<file path="config.mk">
export PLATFORM = sky130hd
export DESIGN_NAME = ring_buffer_deque
export DESIGN_NICKNAME = d
export VERILOG_FILES = /design/src/hw/rtl/rbd_pkg.sv /design/src/hw/rtl/rbd_ram.sv /design/src/hw/rtl/ring_buffer_deque.sv
export SDC_FILE = /design/constraint.sdc
export NUM_CORES = 1
export LEC_CHECK = 0
export BUFFER_PORTS_ARGS = -buffer_cell sky130_fd_sc_hd__buf_2
export CORE_MARGIN = 4
export CORE_UTILIZATION = 40
export CTS_BUF_LIST = sky130_fd_sc_hd__clkbuf_16
export CTS_CLUSTER_SIZE = 40
export DETAILED_ROUTE_END_ITERATION = 7
export HOLD_SLACK_MARGIN = 0.05
export PLACE_DENSITY = 0.63
export REMOVE_ABC_BUFFERS = 1
export SLEW_MARGIN = 20
export SYNTH_ARGS = -nofsm -noshare
export SYNTH_HDL_FRONTEND = slang
export SYNTH_SLANG_ARGS = --single-unit
</file>
<file path="constraint.sdc">
create_clock -name clk -period 9.3 [get_ports clk]
set_clock_uncertainty 0.15 [all_clocks]
set_input_delay 1.395 -clock clk [delete_from_list [all_inputs] [get_ports clk]]
set_output_delay 1.395 -clock clk [all_outputs]
set_load 0.02 [all_outputs]
</file>
<file path="src/hw/rtl/rbd_pkg.sv">
`default_nettype none
// ----------------------------------------------------------------------------
// rbd_pkg
// Shared types and constants of the ring buffer deque.
// ----------------------------------------------------------------------------
package rbd_pkg;

  localparam int FUNC_W   = 3;
  localparam int DATA_W   = 64;
  localparam int STATUS_W = 2;
  localparam int COUNT_W  = 4;

  typedef enum logic [FUNC_W-1:0] {
    FN_PUSH_HEAD = 3'd0,
    FN_PUSH_TAIL = 3'd1,
    FN_POP_HEAD  = 3'd2,
    FN_POP_TAIL  = 3'd3,
    FN_PEEK_HEAD = 3'd4,
    FN_PEEK_TAIL = 3'd5,
    FN_CONTAINS  = 3'd6,
    FN_CLEAR     = 3'd7
  } func_t;

  typedef enum logic [STATUS_W-1:0] {
    ST_OK    = 2'd0,
    ST_FULL  = 2'd1,
    ST_EMPTY = 2'd2
  } status_t;

endpackage
`default_nettype wire

</file>
<file path="src/hw/rtl/rbd_ram.sv">
`default_nettype none
// ----------------------------------------------------------------------------
// rbd_ram
// Generic single-write, single-read synchronous RAM with registered read.
// ----------------------------------------------------------------------------
module rbd_ram #(
  parameter int WIDTH = 64,
  parameter int DEPTH = 16
) (
  input  wire logic                     clk,
  input  wire logic                     wr_en,
  input  wire logic [$clog2(DEPTH)-1:0] wr_addr,
  input  wire logic [WIDTH-1:0]         wr_data,
  input  wire logic                     rd_en,
  input  wire logic [$clog2(DEPTH)-1:0] rd_addr,
  output logic      [WIDTH-1:0]         rd_data
);

  logic [WIDTH-1:0] mem [DEPTH];

  always_ff @(posedge clk) begin
    if (wr_en) begin
      mem[wr_addr] <= wr_data;
    end
    if (rd_en) begin
      rd_data <= mem[rd_addr];
    end
  end

endmodule
`default_nettype wire

</file>
<file path="src/hw/rtl/ring_buffer_deque.sv">
`default_nettype none
// ----------------------------------------------------------------------------
// ring_buffer_deque
// Double-ended queue of words in a ring of DEPTH slots (DEPTH-1 usable).
//
// One transaction on the in_ channel carries an operation (in_func) and a
// word (in_value); each gives exactly one transaction on the out_ channel
// with the popped or peeked word, a found flag, a status and the entry count.
// The slots live in one RAM with a registered read.
// Push, clear and refused operations go straight to the finish state; pop
// and peek first do one RAM read, and a contains does one RAM read per entry
// compared, stopping at the first match or after all n entries. One item is
// worked on at a time; a new item is taken as soon as the previous result
// has entered the output register, even while it waits under out_stall.
// Reset empties the ring (head 0, tail 1); slot contents stay undefined.
// While out_stall is high the result holds in the output register and a
// finished result behind it waits, stalling the input.
// ----------------------------------------------------------------------------
module ring_buffer_deque
  import rbd_pkg::*;
#(
  parameter int DEPTH     = 16,
  parameter int WORD_BITS = 64
) (
  input  wire logic                clk,
  input  wire logic                rst_n,
  input  wire logic                in_valid,
  output logic                     in_stall,
  input  wire logic [FUNC_W-1:0]   in_func,
  input  wire logic [DATA_W-1:0]   in_value,
  output logic                     out_valid,
  input  wire logic                out_stall,
  output logic      [DATA_W-1:0]   out_data,
  output logic                     out_found,
  output logic      [STATUS_W-1:0] out_status,
  output logic      [COUNT_W-1:0]  out_count
);

  localparam int PTR_W = $clog2(DEPTH);
  localparam int CNT_W = (PTR_W > COUNT_W) ? PTR_W : COUNT_W;
  localparam logic [PTR_W-1:0] LAST_SLOT = PTR_W'(DEPTH - 1);
  localparam logic [PTR_W:0]   DEPTH_EXT = (PTR_W + 1)'(DEPTH);

  typedef enum logic [1:0] {
    S_IDLE,
    S_READ,
    S_SCAN,
    S_FIN
  } state_t;

  function automatic logic [PTR_W-1:0] ring_next(input logic [PTR_W-1:0] p);
    ring_next = (p == LAST_SLOT) ? '0 : p + 1'b1;
  endfunction

  function automatic logic [PTR_W-1:0] ring_prev(input logic [PTR_W-1:0] p);
    ring_prev = (p == '0) ? LAST_SLOT : p - 1'b1;
  endfunction

  function automatic logic [PTR_W-1:0] ring_count(input logic [PTR_W-1:0] h,
                                                  input logic [PTR_W-1:0] t);
    logic [PTR_W:0] c;
    if (t > h) begin
      c = {1'b0, t} - {1'b0, h} - 1'b1;
    end else begin
      c = DEPTH_EXT - {1'b0, h} + {1'b0, t} - 1'b1;
    end
    ring_count = c[PTR_W-1:0];
  endfunction

  state_t               state_r;
  logic [PTR_W-1:0]     head_r;
  logic [PTR_W-1:0]     tail_r;
  logic [WORD_BITS-1:0] word_r;
  logic [PTR_W-1:0]     scan_p_r;
  logic [PTR_W-1:0]     left_r;
  logic [WORD_BITS-1:0] res_data_r;
  logic                 res_found_r;
  status_t              res_status_r;
  logic                 out_valid_r;
  logic [DATA_W-1:0]    out_data_r;
  logic                 out_found_r;
  status_t              out_status_r;
  logic [COUNT_W-1:0]   out_count_r;

  state_t               state_nxt;
  logic [PTR_W-1:0]     head_nxt;
  logic [PTR_W-1:0]     tail_nxt;
  status_t              status_nxt;

  func_t                in_fn;
  logic [WORD_BITS-1:0] in_word;
  logic                 acc;
  logic [PTR_W-1:0]     n_cur;
  logic                 is_full;
  logic                 ring_empty;
  logic                 out_free;
  logic                 out_load;
  logic [CNT_W-1:0]     cnt_ext;

  logic                 ram_we;
  logic [PTR_W-1:0]     ram_waddr;
  logic                 ram_re;
  logic [PTR_W-1:0]     ram_raddr;
  logic [WORD_BITS-1:0] ram_rdata;

  assign in_fn      = func_t'(in_func);
  assign in_word    = in_value[WORD_BITS-1:0];
  assign in_stall   = (state_r != S_IDLE);
  assign acc        = in_valid && (state_r == S_IDLE);
  assign n_cur      = ring_count(head_r, tail_r);
  assign is_full    = (n_cur == LAST_SLOT);
  assign ring_empty = (n_cur == '0);
  assign out_free   = !out_valid_r || !out_stall;
  assign out_load   = (state_r == S_FIN) && out_free;
  assign cnt_ext    = CNT_W'(n_cur);

  // ram write on accepted push unless full, read on every acceptance and during a contains scan
  always_comb begin
    ram_we    = acc && !is_full &&
                ((in_fn == FN_PUSH_HEAD) || (in_fn == FN_PUSH_TAIL));
    ram_waddr = (in_fn == FN_PUSH_HEAD) ? head_r : tail_r;
    ram_re    = acc || (state_r == S_SCAN);
    ram_raddr = ring_prev(tail_r);
    if (state_r == S_SCAN) begin
      ram_raddr = ring_prev(scan_p_r);
    end else if ((in_fn == FN_POP_HEAD) || (in_fn == FN_PEEK_HEAD)) begin
      ram_raddr = ring_next(head_r);
    end
  end

  // pointer update, status and next state for an accepted transaction
  always_comb begin
    head_nxt   = head_r;
    tail_nxt   = tail_r;
    status_nxt = ST_OK;
    state_nxt  = S_FIN;
    unique case (in_fn)
      FN_PUSH_HEAD, FN_PUSH_TAIL: begin
        if (is_full) begin
          status_nxt = ST_FULL;
        end else if (in_fn == FN_PUSH_HEAD) begin
          head_nxt = ring_prev(head_r);
        end else begin
          tail_nxt = ring_next(tail_r);
        end
      end
      FN_POP_HEAD, FN_POP_TAIL, FN_PEEK_HEAD, FN_PEEK_TAIL: begin
        if (ring_empty) begin
          status_nxt = ST_EMPTY;
        end else begin
          state_nxt = S_READ;
          if (in_fn == FN_POP_HEAD) begin
            head_nxt = ring_next(head_r);
          end else if (in_fn == FN_POP_TAIL) begin
            tail_nxt = ring_prev(tail_r);
          end
        end
      end
      FN_CONTAINS: begin
        if (!ring_empty) begin
          state_nxt = S_SCAN;
        end
      end
      FN_CLEAR: begin
        head_nxt = '0;
        tail_nxt = PTR_W'(1);
      end
      default: begin
      end
    endcase
  end

  rbd_ram #(
    .WIDTH (WORD_BITS),
    .DEPTH (DEPTH)
  ) u_slots (
    .clk     (clk),
    .wr_en   (ram_we),
    .wr_addr (ram_waddr),
    .wr_data (in_word),
    .rd_en   (ram_re),
    .rd_addr (ram_raddr),
    .rd_data (ram_rdata)
  );

  always_ff @(posedge clk) begin
    if (!rst_n) begin
      state_r     <= S_IDLE;
      head_r      <= '0;
      tail_r      <= PTR_W'(1);
      out_valid_r <= 1'b0;
    end else begin
      if (out_load) begin
        out_valid_r <= 1'b1;
      end else if (!out_stall) begin
        out_valid_r <= 1'b0;
      end
      unique case (state_r)
        S_IDLE: begin
          if (in_valid) begin
            word_r       <= in_word;
            res_data_r   <= '0;
            res_found_r  <= 1'b0;
            res_status_r <= status_nxt;
            state_r      <= state_nxt;
            head_r       <= head_nxt;
            tail_r       <= tail_nxt;
            scan_p_r     <= ring_prev(tail_r);
            left_r       <= n_cur;
          end
        end
        S_READ: begin
          res_data_r <= ram_rdata;
          state_r    <= S_FIN;
        end
        S_SCAN: begin
          if (ram_rdata == word_r) begin
            res_found_r <= 1'b1;
            state_r     <= S_FIN;
          end else if (left_r == PTR_W'(1)) begin
            state_r <= S_FIN;
          end else begin
            left_r   <= left_r - 1'b1;
            scan_p_r <= ring_prev(scan_p_r);
          end
        end
        S_FIN: begin
          if (out_free) begin
            out_data_r   <= DATA_W'(res_data_r);
            out_found_r  <= res_found_r;
            out_status_r <= res_status_r;
            out_count_r  <= cnt_ext[COUNT_W-1:0];
            state_r      <= S_IDLE;
          end
        end
        default: begin
          state_r <= S_IDLE;
        end
      endcase
    end
  end

  assign out_valid  = out_valid_r;
  assign out_data   = out_data_r;
  assign out_found  = out_found_r;
  assign out_status = out_status_r;
  assign out_count  = out_count_r;

endmodule
`default_nettype wire
</file>
==> impl_metrics.ini <==
[layout]
postLayoutCellArea_sq_mm = 0.0572
utilization_pct = 46.0
drive_above_1_share_pct = 12.0
filler_cell_count = 10676
instances_no_fill = 5165
layout.nets = 3499
area_growth_pct = 13.7

[flow_run]
maxCapViolCount = 0

[setup_path]
cp.arrival_ns = 5.57
cp-start-kind = flop
path_class = reg -> reg
r2r_setup_slack_ns = 3.95
worst_setup_path_end_kind = flop
worst_r2r_path_depth = 9
reg2reg_to = u_slots.mem[11][26]
timing.rr.start = head_r[0]
cp.required_ns = 9.52
cp-startpoint = head_r[0]
crit_path_end = u_slots.mem[11][26]
critPathMaxFanout = 40

[floorplan]
die_w_um = 363
fp.dieH_um = 363
dieArea_sq_mm = 0.131
floorplan.initialDensity_pct = 40.5
ioPinCount = 144
num_rows = 129
core_sq_mm = 0.124

[drt]
drt_iter0_drc = 3104
postRouteAntennaNets = 0
drc_errors = 0
via_per_inst = 5.64
wl_per_cell_um = 24.4
firstDrtPassIters = 5
vias = 29110
routed_wl_um = 126000

[outcome]
status = finished, final reports clean

[clocking]
cts-root-buf = clkbuf_16
clk_pin_slew_ns = 0.06
cts_resized = 0
cts_tree = yes
cts_made_buffers = 139
htreeDepth = 4
cts_buffer_depth = 3
clkSinkCount = 1309
cts_setup_buffers = 0
hold_buffers = 0
clock_latency_ns = 0.76

[synthesis]
async_reset_ff_share_pct = 0
synth_most_common_cell = edfxtp_1
yosysTopAreaCell = edfxtp_1
synthTopCellsByArea = edfxtp_1 78%, a21oi_1 5.3%, nand2_1 4.0%
synth_common_cells = 1298 x edfxtp_1, 532 x nand2_1, 529 x a21oi_1
netlist_area_sq_mm = 0.0503
synth-edff-count = 1298
ys_types = 64
synth-main-ff-cell = edfxtp_1
ys_seq_area_share_pct = 77.9
synthCells = 3292
synth_warnings = 0
avgSynthCellArea_sq_um = 15.3
synth_seq_cells = 1309
synthDominantCellAreaShare_pct = 77.5

[timing]
drv_slew = 0
fmax_mhz = 187
fin_ws_ns = 3.95
relSlewSlack_pct = 23.4
rsz0062_at_grt = no
period_needed_ns = 5.35
worst_hold_slack_ns = 0.260
period_share_pct = 57.5
fin_tns_setup_ns = 0
finalSetupViolCount = 0
hold_viol = 0
worst_slew_pin_slew_ns = 1.15

[placed_design]
place_inst = 4908
io_buffers = 143
place_ws_ns = 3.75
dpl_cell_area_sq_mm = 0.0527
place.detailed.hpwl_um = 65000
gp_congestion = 0.767

[grt]
grt_pass1_vias = 27765
grt_first_pass_wirelength_um = 185000
grt_max_degree = 229
grt.total_usage_pct = 18.8
grt-ovfl-total = 0
antenna_found_initial = 11

[power_and_ir_drop]
p_leak_nw = 19.1
total_power_mw = 17.7
powerDensity_mw_per_mm2 = 309
ir_drop_mv = 0.362

[hold_path]
hp-class = reg -> reg
-- flip-flops by register name (all words and copies together) (netlist names) --
signal           cells
res_data_r          64
scan_p_r             4
u_slots.rd_data     64
out_status           2
out_valid            1
word_r              64
res_status_r         2
tail_r               4
state_r              2
out_data            64
out_count            4
left_r               4
u_slots.mem       1024
res_found_r          1
out_found            1
head_r               4
-- final cells by class --
cell class                 count  area [sq um]  share of cell area [%]
clock inverter               106           830                    1.45
clock buffer                 144          3600                    6.30
sequential                  1309         39200                    68.5
antenna                        7          17.5                  0.0306
inverter                      20          75.1                   0.131
multi-input combinational   1752         10200                    17.9
timing repair buffer         190          1170                    2.05
tap                         1637          2050                    3.58
-- critical path, stage by stage (launching register included) --
cell     delay (ns)
dfxtp_1        0.50
inv_1          0.17
ha_1           0.26
fa_1           0.39
xor2_1         0.23
nand4_1        0.14
nor4b_1        0.90
or3b_1         0.59
nor2_4         0.78
buf_4          0.80
-- cells by family after synthesis --
kind of cell	count (synthesis)	share of synthesized area, %
flops	1309	77.9
compound gates	957	12.2
buf+inv	231	2.07
fa+ha+maj	16	0.413
xor+xnor	73	1.32
mux	14	0.286
simple gates	692	5.80
-- how the worst min path moves through the flow --
stage	slack, ns	startpoint	depth (start not counted)	endpoint
2_1_floorplan	0.25	res_data_r[0]	0	out_data[0]
3_3_place_gp	0.25	res_data_r[49]	0	out_data[49]
3_5_place_dp	0.25	res_data_r[31]	0	out_data[31]
4_1_cts	0.26	res_data_r[32]	0	out_data[32]
5_1_grt	0.27	res_data_r[32]	0	out_data[32]
6_report	0.26	res_data_r[32]	0	out_data[32]
-- power by group --
group          internal [mW]  switching [mW]
sequential              7.06           0.250
clock                   3.07            2.29
combinational           1.66            3.33
-- cells in the final DEF (no fill, tap or decap), drive strengths merged, types with 3 or more instances in the layout --
cell / n
o211ai: 3
a22o: 126
nor3: 10
nand2: 532
xor2: 3
clkbuf: 144
diode: 7
inv: 65
o221ai: 64
ha: 15
a211oi: 3
nand2b: 3
a22oi: 189
nor4: 6
a21oi: 529
edfxtp: 1298
buf: 190
nand3: 8
mux2i: 11
clkinv: 49
a31o: 3
o21a: 4
dfxtp: 11
o21ai: 15
and2: 64
clkinvlp: 3
xnor2: 70
nand4: 20
bufinv: 9
mux2: 3
and3: 3
nor2: 36
-- layer usage --
metal | share of wire, % | global-route usage [%] | routed length, um | vias to the layer above
met1 | 44 | 26.8 | 55000 | 14840
met5 | 0.034 | 0 | 43 | -
li1 | - | - | - | 12916
met2 | 45 | 28.6 | 57200 | 1159
met3 | 8.6 | 4.92 | 10800 | 187
met4 | 2.3 | 5.43 | 2830 | 8
Power figures use the tool's default switching activity.
